### config.mk
export PLATFORM = sky130hd
export DESIGN_NAME = dual_armed_gate_buffer_flat
export DESIGN_NICKNAME = d
export VERILOG_FILES = /design/src/design/dagb_pkg.sv /design/src/design/dagb_in_if.sv /design/src/design/dagb_out_if.sv /design/src/design/dagb_cfg_if.sv /design/src/design/dual_armed_gate_buffer.sv /design/src/flat_wrapper.sv
export SDC_FILE = /design/constraint.sdc
export NUM_CORES = 1
export LEC_CHECK = 0
export ABC_AREA = 1
export BUFFER_PORTS_ARGS = -buffer_cell sky130_fd_sc_hd__buf_2
export CAP_MARGIN = 20
export CORE_ASPECT_RATIO = 1.75
export CORE_MARGIN = 2
export CORE_UTILIZATION = 65
export CTS_BUF_LIST = sky130_fd_sc_hd__clkbuf_2 sky130_fd_sc_hd__clkbuf_4 sky130_fd_sc_hd__clkbuf_8
export DETAILED_ROUTE_END_ITERATION = 16
export PLACE_DENSITY = 0.94
export SYNTH_ARGS = -nofsm -noshare
export SYNTH_HDL_FRONTEND = slang
export SYNTH_SLANG_ARGS = --single-unit
### constraint.sdc
create_clock -name clk -period 4.2 [get_ports clk]
set_input_delay 0.63 -clock clk [delete_from_list [all_inputs] [get_ports clk]]
set_output_delay 0.63 -clock clk [all_outputs]
set_load 0.01 [all_outputs]
### src/design/dagb_pkg.sv
// Package for the dual armed gate buffer: field widths, trigger state codes,
// configuration register indexes and the per-tick trigger and channel functions.
// No dependencies.
package dagb_pkg;

  localparam int LEVEL_W  = 16;
  localparam int CFG_IDX_W = 2;

  typedef logic signed [LEVEL_W-1:0] level_t;

  typedef enum logic [CFG_IDX_W-1:0] {
    REG_LOW_THRESHOLD  = 2'd0,
    REG_HIGH_THRESHOLD = 2'd1
  } cfg_reg_t;

  localparam level_t LOW_THRESHOLD_RST  = 16'sd0;
  localparam level_t HIGH_THRESHOLD_RST = 16'sd1000;

  typedef enum logic [1:0] {
    TS_UNKNOWN = 2'd0,
    TS_LOW     = 2'd1,
    TS_HIGH    = 2'd2
  } trig_state_t;

  typedef struct packed {
    trig_state_t st;
    logic        rise;
  } trig_res_t;

  typedef struct packed {
    logic arm;
    logic out;
    logic pend;
  } chan_state_t;

  // Schmitt trigger step. The high test comes first from unknown and from low,
  // and only a low-to-high change reports a rising edge.
  function automatic trig_res_t trig_step(trig_state_t st, level_t level,
                                          level_t lo, level_t hi);
    trig_res_t res;
    res.st   = st;
    res.rise = 1'b0;
    case (st)
      TS_LOW: begin
        if (level >= hi) begin
          res.st   = TS_HIGH;
          res.rise = 1'b1;
        end
      end
      TS_HIGH: begin
        if (level <= lo) res.st = TS_LOW;
      end
      default: begin
        if (level >= hi) res.st = TS_HIGH;
        else if (level <= lo) res.st = TS_LOW;
      end
    endcase
    return res;
  endfunction

  // Gate handling for one channel after its arm flag has been updated.
  function automatic chan_state_t chan_step(logic gate, logic last, chan_state_t cs);
    chan_state_t res;
    res = cs;
    if (gate) begin
      res.out = res.arm;
    end else if (res.out) begin
      res.arm = 1'b0;
      res.out = 1'b0;
    end
    if (res.pend && last && !gate) begin
      res.arm  = 1'b1;
      res.pend = 1'b0;
    end
    return res;
  endfunction

endpackage

### src/design/dagb_in_if.sv
// Input channel of the dual armed gate buffer: one sample tick per transaction.
// Depends on dagb_pkg.
interface dagb_in_if;
  logic            valid;
  logic            ready;
  dagb_pkg::level_t arm_one_level;
  dagb_pkg::level_t gate_one_level;
  dagb_pkg::level_t arm_two_level;
  dagb_pkg::level_t gate_two_level;
  logic            arm_one_connected;
  logic            gate_one_connected;
  logic            arm_two_connected;
  logic            gate_two_connected;

  modport source (output valid, arm_one_level, gate_one_level, arm_two_level,
                  gate_two_level, arm_one_connected, gate_one_connected,
                  arm_two_connected, gate_two_connected, input ready);
  modport sink (input valid, arm_one_level, gate_one_level, arm_two_level,
                gate_two_level, arm_one_connected, gate_one_connected,
                arm_two_connected, gate_two_connected, output ready);
endinterface

### src/design/dagb_out_if.sv
// Result channel of the dual armed gate buffer: output levels and arm lights.
// No dependencies.
interface dagb_out_if;
  logic valid;
  logic ready;
  logic out_one_high;
  logic out_two_high;
  logic armed_one;
  logic armed_two;

  modport source (output valid, out_one_high, out_two_high, armed_one, armed_two,
                  input ready);
  modport sink (input valid, out_one_high, out_two_high, armed_one, armed_two,
                output ready);
endinterface

### src/design/dagb_cfg_if.sv
// Configuration write channel of the dual armed gate buffer.
// Depends on dagb_pkg.
interface dagb_cfg_if;
  logic                             valid;
  logic                             ready;
  logic [dagb_pkg::CFG_IDX_W-1:0]   index;
  dagb_pkg::level_t                 data;

  modport source (output valid, index, data, input ready);
  modport sink (input valid, index, data, output ready);
endinterface

### src/design/dual_armed_gate_buffer.sv
// Dual armed gate buffer: two gate channels, each passing its gate only when armed.
// Usage:
//   in_ch  carries one sample tick per transaction: four signed millivolt levels
//          (arm and gate of both channels) and a patched flag for each jack.
//   out_ch returns one transaction per tick: both output levels and both arm lights.
//   cfg_ch writes the shared Schmitt thresholds (index 0 low, index 1 high); it is
//          always ready and is meant to be used only while the block is idle.
// A tick accepted into the input register is evaluated there by the trigger and
// channel logic, and its result lands in the result register, which drives out_ch,
// as soon as that register is empty or its transaction is being taken.
// Throughput is one tick per cycle while out_ch is not stalled, since the state
// update between those two registers is combinational.
// When the receiver stalls, the result register holds its transaction, the input
// register holds the next tick, and in_ch.ready drops once both are full.
// Reset (rst_n low, synchronous) empties both registers, sets all four triggers
// to unknown, clears every arm, pending, output and previous-gate flag, and loads
// the thresholds with 0 mV (low) and 1000 mV (high).
module dual_armed_gate_buffer (
  input  logic         clk,
  input  logic         rst_n,
  dagb_in_if.sink      in_ch,
  dagb_out_if.source   out_ch,
  dagb_cfg_if.sink     cfg_ch
);

  // Configuration registers.
  dagb_pkg::level_t low_thr_r;
  dagb_pkg::level_t high_thr_r;

  // Input register.
  logic             in_vld_r;
  dagb_pkg::level_t arm1_lvl_r, gate1_lvl_r, arm2_lvl_r, gate2_lvl_r;
  logic             arm1_con_r, gate1_con_r, arm2_con_r, gate2_con_r;

  // Block state.
  dagb_pkg::trig_state_t ts_r [4];
  dagb_pkg::trig_state_t ts_nxt [4];
  logic                  gate1_prev_r, gate2_prev_r;
  logic                  gate1_prev_nxt, gate2_prev_nxt;
  dagb_pkg::chan_state_t ch1_r, ch2_r, ch1_nxt, ch2_nxt;

  // Result register.
  logic out_vld_r;
  logic out1_r, out2_r, armed1_r, armed2_r;

  logic advance;
  logic in_take;

  assign advance = !out_vld_r || out_ch.ready;
  assign in_ch.ready = !in_vld_r || advance;
  assign in_take = in_ch.valid && in_ch.ready;
  assign cfg_ch.ready = 1'b1;

  assign out_ch.valid        = out_vld_r;
  assign out_ch.out_one_high = out1_r;
  assign out_ch.out_two_high = out2_r;
  assign out_ch.armed_one    = armed1_r;
  assign out_ch.armed_two    = armed2_r;

  always_ff @(posedge clk) begin
    if (!rst_n) begin
      low_thr_r  <= dagb_pkg::LOW_THRESHOLD_RST;
      high_thr_r <= dagb_pkg::HIGH_THRESHOLD_RST;
    end else if (cfg_ch.valid) begin
      unique case (cfg_ch.index)
        dagb_pkg::REG_LOW_THRESHOLD:  low_thr_r  <= cfg_ch.data;
        dagb_pkg::REG_HIGH_THRESHOLD: high_thr_r <= cfg_ch.data;
        default: ;
      endcase
    end
  end

  always_ff @(posedge clk) begin
    if (!rst_n) begin
      in_vld_r <= 1'b0;
    end else if (in_ch.ready) begin
      in_vld_r <= in_ch.valid;
    end
  end

  always_ff @(posedge clk) begin
    if (in_take) begin
      arm1_lvl_r  <= in_ch.arm_one_level;
      gate1_lvl_r <= in_ch.gate_one_level;
      arm2_lvl_r  <= in_ch.arm_two_level;
      gate2_lvl_r <= in_ch.gate_two_level;
      arm1_con_r  <= in_ch.arm_one_connected;
      gate1_con_r <= in_ch.gate_one_connected;
      arm2_con_r  <= in_ch.arm_two_connected;
      gate2_con_r <= in_ch.gate_two_connected;
    end
  end

  // One tick of the trigger and channel logic on the held input.
  always_comb begin
    dagb_pkg::trig_res_t tr0, tr1, tr2, tr3;
    logic g1, g2;
    dagb_pkg::chan_state_t c1, c2;

    for (int i = 0; i < 4; i++) ts_nxt[i] = ts_r[i];
    c1 = ch1_r;
    c2 = ch2_r;

    tr1 = dagb_pkg::trig_step(ts_r[1], gate1_lvl_r, low_thr_r, high_thr_r);
    if (gate1_con_r) ts_nxt[1] = tr1.st;
    g1 = (ts_nxt[1] == dagb_pkg::TS_HIGH);

    tr3 = dagb_pkg::trig_step(ts_r[3], gate2_lvl_r, low_thr_r, high_thr_r);
    if (gate2_con_r) begin
      ts_nxt[3] = tr3.st;
      g2 = (tr3.st == dagb_pkg::TS_HIGH);
    end else begin
      g2 = g1;
    end

    tr0 = dagb_pkg::trig_step(ts_r[0], arm1_lvl_r, low_thr_r, high_thr_r);
    if (arm1_con_r) begin
      ts_nxt[0] = tr0.st;
      if (tr0.rise) begin
        if (!g1) c1.arm = 1'b1;
        else c1.pend = 1'b1;
      end
    end else begin
      c1.arm = 1'b0;
    end
    c1 = dagb_pkg::chan_step(g1, gate1_prev_r, c1);

    tr2 = dagb_pkg::trig_step(ts_r[2], arm2_lvl_r, low_thr_r, high_thr_r);
    if (arm2_con_r) begin
      ts_nxt[2] = tr2.st;
      if (tr2.rise) begin
        if (!g2) c2.arm = 1'b1;
        else c2.pend = 1'b1;
      end
    end else begin
      // An unpatched arm two copies channel one's flag after its update.
      c2.arm = c1.arm;
    end
    c2 = dagb_pkg::chan_step(g2, gate2_prev_r, c2);

    ch1_nxt        = c1;
    ch2_nxt        = c2;
    gate1_prev_nxt = g1;
    gate2_prev_nxt = g2;
  end

  always_ff @(posedge clk) begin
    if (!rst_n) begin
      for (int i = 0; i < 4; i++) ts_r[i] <= dagb_pkg::TS_UNKNOWN;
      gate1_prev_r <= 1'b0;
      gate2_prev_r <= 1'b0;
      ch1_r        <= '0;
      ch2_r        <= '0;
      out_vld_r    <= 1'b0;
    end else if (advance) begin
      out_vld_r <= in_vld_r;
      if (in_vld_r) begin
        for (int i = 0; i < 4; i++) ts_r[i] <= ts_nxt[i];
        gate1_prev_r <= gate1_prev_nxt;
        gate2_prev_r <= gate2_prev_nxt;
        ch1_r        <= ch1_nxt;
        ch2_r        <= ch2_nxt;
      end
    end
  end

  always_ff @(posedge clk) begin
    if (advance && in_vld_r) begin
      out1_r   <= ch1_nxt.out;
      out2_r   <= ch2_nxt.out;
      armed1_r <= ch1_nxt.arm;
      armed2_r <= ch2_nxt.arm;
    end
  end

endmodule

### src/flat_wrapper.sv
// flat-port wrapper written by rule: the top's interface ports become plain ports
module dual_armed_gate_buffer_flat 
  (clk, rst_n, in_ch_valid, in_ch_arm_one_level, in_ch_gate_one_level, in_ch_arm_two_level, in_ch_gate_two_level, in_ch_arm_one_connected, in_ch_gate_one_connected, in_ch_arm_two_connected, in_ch_gate_two_connected, in_ch_ready, out_ch_valid, out_ch_out_one_high, out_ch_out_two_high, out_ch_armed_one, out_ch_armed_two, out_ch_ready, cfg_ch_valid, cfg_ch_index, cfg_ch_data, cfg_ch_ready);
  dagb_in_if in_ch_i ();
  dagb_out_if out_ch_i ();
  dagb_cfg_if cfg_ch_i ();
  input  logic clk;
  input  logic rst_n;
  input wire logic [$bits(in_ch_i.valid)-1:0] in_ch_valid;
  input wire logic [$bits(in_ch_i.arm_one_level)-1:0] in_ch_arm_one_level;
  input wire logic [$bits(in_ch_i.gate_one_level)-1:0] in_ch_gate_one_level;
  input wire logic [$bits(in_ch_i.arm_two_level)-1:0] in_ch_arm_two_level;
  input wire logic [$bits(in_ch_i.gate_two_level)-1:0] in_ch_gate_two_level;
  input wire logic [$bits(in_ch_i.arm_one_connected)-1:0] in_ch_arm_one_connected;
  input wire logic [$bits(in_ch_i.gate_one_connected)-1:0] in_ch_gate_one_connected;
  input wire logic [$bits(in_ch_i.arm_two_connected)-1:0] in_ch_arm_two_connected;
  input wire logic [$bits(in_ch_i.gate_two_connected)-1:0] in_ch_gate_two_connected;
  output wire logic [$bits(in_ch_i.ready)-1:0] in_ch_ready;
  output wire logic [$bits(out_ch_i.valid)-1:0] out_ch_valid;
  output wire logic [$bits(out_ch_i.out_one_high)-1:0] out_ch_out_one_high;
  output wire logic [$bits(out_ch_i.out_two_high)-1:0] out_ch_out_two_high;
  output wire logic [$bits(out_ch_i.armed_one)-1:0] out_ch_armed_one;
  output wire logic [$bits(out_ch_i.armed_two)-1:0] out_ch_armed_two;
  input wire logic [$bits(out_ch_i.ready)-1:0] out_ch_ready;
  input wire logic [$bits(cfg_ch_i.valid)-1:0] cfg_ch_valid;
  input wire logic [$bits(cfg_ch_i.index)-1:0] cfg_ch_index;
  input wire logic [$bits(cfg_ch_i.data)-1:0] cfg_ch_data;
  output wire logic [$bits(cfg_ch_i.ready)-1:0] cfg_ch_ready;
  assign in_ch_i.valid = in_ch_valid;
  assign in_ch_i.arm_one_level = in_ch_arm_one_level;
  assign in_ch_i.gate_one_level = in_ch_gate_one_level;
  assign in_ch_i.arm_two_level = in_ch_arm_two_level;
  assign in_ch_i.gate_two_level = in_ch_gate_two_level;
  assign in_ch_i.arm_one_connected = in_ch_arm_one_connected;
  assign in_ch_i.gate_one_connected = in_ch_gate_one_connected;
  assign in_ch_i.arm_two_connected = in_ch_arm_two_connected;
  assign in_ch_i.gate_two_connected = in_ch_gate_two_connected;
  assign in_ch_ready = in_ch_i.ready;
  assign out_ch_valid = out_ch_i.valid;
  assign out_ch_out_one_high = out_ch_i.out_one_high;
  assign out_ch_out_two_high = out_ch_i.out_two_high;
  assign out_ch_armed_one = out_ch_i.armed_one;
  assign out_ch_armed_two = out_ch_i.armed_two;
  assign out_ch_i.ready = out_ch_ready;
  assign cfg_ch_i.valid = cfg_ch_valid;
  assign cfg_ch_i.index = cfg_ch_index;
  assign cfg_ch_i.data = cfg_ch_data;
  assign cfg_ch_ready = cfg_ch_i.ready;
  dual_armed_gate_buffer u_core (.clk(clk), .rst_n(rst_n), .in_ch(in_ch_i), .out_ch(out_ch_i), .cfg_ch(cfg_ch_i));
endmodule
After elaboration in Yosys (flattened, before gate mapping):

Memories as Yosys holds them, arrays and structs flattened.
Cells that the tools add are included.
W data, S select, Z words.

* word-level logic and storage cells: 118
* memories kept: 1
* output and inout bits: 7
* memory bits (writable): 8
* input bits: 91
* bits in registers: 114

* reductions and logical operators: 16
* bitwise gates (word level): 4
* eq/ne operators: 11
* order comparisons: 8
* mux-type cells: 54

Memories
* u_core.ts_r: depth 4, width 2, read ports 4, clocked after Yosys merged registers in 0, write ports 4, RTL line dual_armed_gate_buffer.sv:36 `dagb_pkg::trig_state_t ts_r [4];`

Operators with widths (number)
* $ge A16 B16 Y1: 4
* $le A16 B16 Y1: 4
* $mux W2: 18
* $mux W1: 28
* $pmux W2 S2: 4
* $eq A2 B2 Y1 const B: 6
* $mux W3: 4
* $eq A2 B1 Y1 const B: 5
* $logic_and A1 B1 Y1: 6
* $reduce_and A2 Y1: 3
* $logic_not A1 Y1: 4
* $or A1 B1 Y1: 4
* $logic_not A2 Y1: 1
* $logic_or A1 B1 Y1: 2

Longest topological paths before layout:

* depth after elaboration: 16
* mapped depth: 28
* mapped depth without buffers: 28

Worst setup path after synthesis:

Ideal clock, no wire load.

* path kind: input -> register
* start: input port out_ch_ready
* end: register u_core.arm1_con_r, enable pin
* stages: 4
* required time: 3.778 ns
* arrival time: 2.226 ns
* setup time: 0.422 ns
* slack: 1.552 ns
* buffers on the path: 0
* cells stage by stage: inv_1 > nand3_1 > nand2_1 > inv_1

* cells in the longest elaborated chain, start to end: 3

Ends and longest elaborated chain
* start, declared: RTL line flat_wrapper.sv:24 `input wire logic [$bits(out_ch_i.ready)-1:0] out_ch_ready;`
* $logic_or A1 B1 Y1: RTL line dual_armed_gate_buffer.sv:49 `assign advance = !out_vld_r || out_ch.ready;`
* $logic_or A1 B1 Y1: RTL line dual_armed_gate_buffer.sv:50 `assign in_ch.ready = !in_vld_r || advance;`
* via in_ch_ready: RTL line flat_wrapper.sv:18 `output wire logic [$bits(in_ch_i.ready)-1:0] in_ch_ready;`
* $logic_and A1 B1 Y1: RTL line dual_armed_gate_buffer.sv:51 `assign in_take = in_ch.valid && in_ch.ready;`
* via u_core.in_take: RTL line dual_armed_gate_buffer.sv:47 `logic in_take;`
* end signal, assigned: RTL line dual_armed_gate_buffer.sv:87 `arm1_con_r <= in_ch.arm_one_connected;`
* end, declared: RTL line dual_armed_gate_buffer.sv:33 `logic arm1_con_r, gate1_con_r, arm2_con_r, gate2_con_r;`

The timed path passes the listed nets, and every way through them passes these cells.
A chain may end at the register's enable or synchronous reset.

==> results.py <==
metrics = {
    "sta": {
        "max_freq_mhz": 352,
        "final_max_slew_viol_count": 0,
        "hold_violations": 0,
        "worst_pin_slew_ps": 1060,
        "relSlewSlack_pct": 29.2,
        "finalSetupViolCount": 0,
        "hold_slack_ps": 351,
        "period_share_pct": 67.6,
        "fin_crit_ps": 2840,
        "clock_skew_ps": 12.1,
        "fin_setup_tns_ps": 0,
        "rsz0062_at_grt": "no",
    },
    "floorplan": {
        "fp.dieH_microns": 146,
        "rows": 51,
        "start_util_pct": 66.9,
        "die_area_sq_mm": 0.0124,
        "die_width_microns": 85.0,
        "pin_count": 98,
        "core_sq_mm": 0.0112,
    },
    "clock_tree": {
        "cts_root_buf": "clkbuf_8",
        "cts_buffer_depth": 2,
        "htreeDepth": 4,
        "clock_latency_ps": 450,
        "cts_hold_buf": 0,
        "cts_tree": "done",
        "cts_resized": 0,
        "numCtsBuffers": 17,
        "clock_sinks": 122,
        "post-cts-setup-buffer-count": 0,
        "clk_pin_slew_worst_paths_ps": 80,
    },
    "synthesis": {
        "synth_nets": 1024,
        "synth_seq_area_share_pct": 43.4,
        "synth_edf_count": 80,
        "synth_top_area_cell": "edfxtp_1",
        "synth_area_leaders": "edfxtp_1, ha_1, dfxtp_1, nand2_1, a21oi_1",
        "synth.avg_cell_area_sq_um": 9.37,
        "ys_seq_elements": 122,
        "yosysWarnings": 0,
        "syn_area_sq_mm": 0.00747,
        "ys_types": 38,
        "async_flop_share_pct": 0,
        "syn_inst": 797,
        "ys.flop_type": "edfxtp_1",
        "synth_top_area_share_pct": 32.2,
    },
    "detailed_routing": {
        "avgRoutedWirePerCell_microns": 18.3,
        "drc": 0,
        "drt_pass1_iterations": 8,
        "via_per_inst": 6.11,
        "drtIter0Drc": 476,
        "vias": 6414,
        "postRouteAntennaNets": 0,
        "wl_microns": 19200,
    },
    "cells_and_area": {
        "area_delta_synth_final_pct": 14.2,
        "finish.instance_area_sq_mm": 0.00853,
        "fillers": 704,
        "layout.nets": 1132,
        "drive_gt1_share_pct": 16.6,
        "insertedDiodeCount": 0,
        "final_util_pct": 76.4,
    },
    "power": {
        "p_leak_nw": 3.96,
        "power_mw": 3.10,
        "power.density_cell_area_mw_per_mm2": 364,
        "vdd_drop_max_v": 0.000363,
    },
    "critical_path": {
        "worst_ep_arrival_time_ps": 3050,
        "crit_path_end_kind": "flop",
        "startpoint_type": "flop",
        "worstSetupPathType": "reg -> reg",
        "cp_max_fo": 6,
        "cp.required_ps": 4410,
    },
    "placed_design": {
        "place_area_sq_mm": 0.00809,
        "hpwl_microns": 14200,
        "gp_congestion": 0.927,
        "portBuffers": 96,
    },
    "global_routing": {
        "grt_pass1_wl_microns": 30900,
        "antenna_found_initial": 0,
        "grt_usage_pct": 31.9,
        "grt_start_max_net_pins": 38,
        "grt_pass1_vias": 6667,
        "gr-total-overflow": 0,
    },
    "job": {
        "drv_cap": 0,
    },
    "status": {
        "status": "finished clean",
    },
    "min_path": {
        "hp-class": "in -> reg",
    },
}
sequential cells by signal, summed over array words and instances (netlist names), 3 cells and up:
register / cells
u_core.arm1_lvl_r: 16
u_core.arm2_lvl_r: 16
u_core.ch1_r: 3
u_core.ch2_r: 3
u_core.gate1_lvl_r: 16
u_core.gate2_lvl_r: 16
u_core.high_thr_r: 16
u_core.low_thr_r: 16
u_core.ts_r: 8
critical path, cell delays in order (launching register included):
cell and delay (ps):
dfxtp_1 320, inv_1 130, ha_1 360, nand2_1 100, inv_1 70, nand3_1 90, nor2_1 250, nand4_1 240
nand3_1 170, o211ai_1 140, nand2_2 130, nand2_4 80, nand2_1 70, nand2_1 50, nand2_1 60, nand2_2 60
nand2_1 80, nand2_2 70, nand2_1 90, inv_1 40
synthesized netlist by cell type, drive strengths merged, types with 6 or more instances:
| library cell | n |
|---|---|
| dfxtp | 42 |
| nand4 | 16 |
| nor3 | 6 |
| o21bai | 7 |
| a21oi | 80 |
| inv | 101 |
| o211ai | 8 |
| nand3 | 29 |
| o21ai | 47 |
| nand2 | 156 |
| nor2 | 47 |
| edfxtp | 80 |
| ha | 136 |
| clkbuf | 8 |
cell families after synthesis:
kind of cell	synth area share (%)
XOR/XNOR	0.117
AND/OR/NAND/NOR	15.5
flip-flops	43.4
other	0.0502
AO/OA/AOI/OAI	12.5
adder cells (fa/ha/maj)	22.8
buffers and inverters	5.58
where the power goes:
group / total (mW) / switching (mW) / internal (mW)
registers: 1.39 / 0.0430 / 1.35
logic: 0.549 / 0.342 / 0.207
clock network: 1.16 / 0.505 / 0.655
total: 3.10 / 0.891 / 2.21
through the flow:
step / setup WS (ps) / std cells
detailed placement: 1570 / 1018
finish: 1360 / 1050
CTS: 1450 / 1050
floorplan: 1550 / 797
global placement: 1660 / 1018
global route: 1130 / 1050
layout make-up:
class                   instances  area (sq um)  area share, %
clock buffers                  18           241           2.83
clock inverters                14           195           2.29
inverters                     101           379           4.45
multi-input cells             565          3810           44.7
flip-flops and latches        122          3240           38.0
well taps                     132           165           1.94
repair buffers                 98           495           5.81
path summary, 6_finish.rpt:
kind                                 from                    endpoint  slack, ps  depth (start not counted)
hold reg to reg           u_core.ch2_r[1]             u_core.ch2_r[1]        460                          2
hold / removal    in_ch_gate_two_level[2]       u_core.gate2_lvl_r[2]        350                          1
setup reg to reg    u_core.high_thr_r[15]  u_core.out_ch.out_two_high       1360                         19
setup / recovery    u_core.high_thr_r[15]  u_core.out_ch.out_two_high       1360                         19
cell usage in the layout, fill, tap and decap left out, types with 2 or more instances in the layout:
| cell | n |
|---|---|
| buf_2 | 96 |
| a21o_1 | 4 |
| nor2_1 | 46 |
| nand3b_1 | 4 |
| inv_2 | 3 |
| a31oi_1 | 5 |
| ha_1 | 136 |
| nand4_1 | 16 |
| edfxtp_1 | 80 |
| o21ai_1 | 2 |
| a211oi_1 | 3 |
| o211ai_1 | 8 |
| o31ai_1 | 2 |
| o21a_1 | 4 |
| nand3_1 | 26 |
| nand2_2 | 12 |
| nand3_2 | 3 |
| nand2_1 | 143 |
| clkbuf_8 | 17 |
| o21ai_0 | 45 |
| a21oi_1 | 80 |
| dfxtp_1 | 42 |
| a22o_1 | 2 |
| clkinv_4 | 3 |
| a221oi_1 | 2 |
| bufinv_16 | 4 |
| nor3_1 | 5 |
| inv_6 | 2 |
| buf_4 | 2 |
| o21bai_1 | 6 |
| clkinvlp_4 | 3 |
| inv_1 | 98 |
routing by layer:
layer,wire length [microns],global-route usage (%),vias up
met1,6520,33.0,2939
met3,1380,6.24,115
met5,0,0,-
met4,1410,23.3,0
li1,-,-,3009
met2,9860,55.7,351
(Power assumes the default switching activity.)
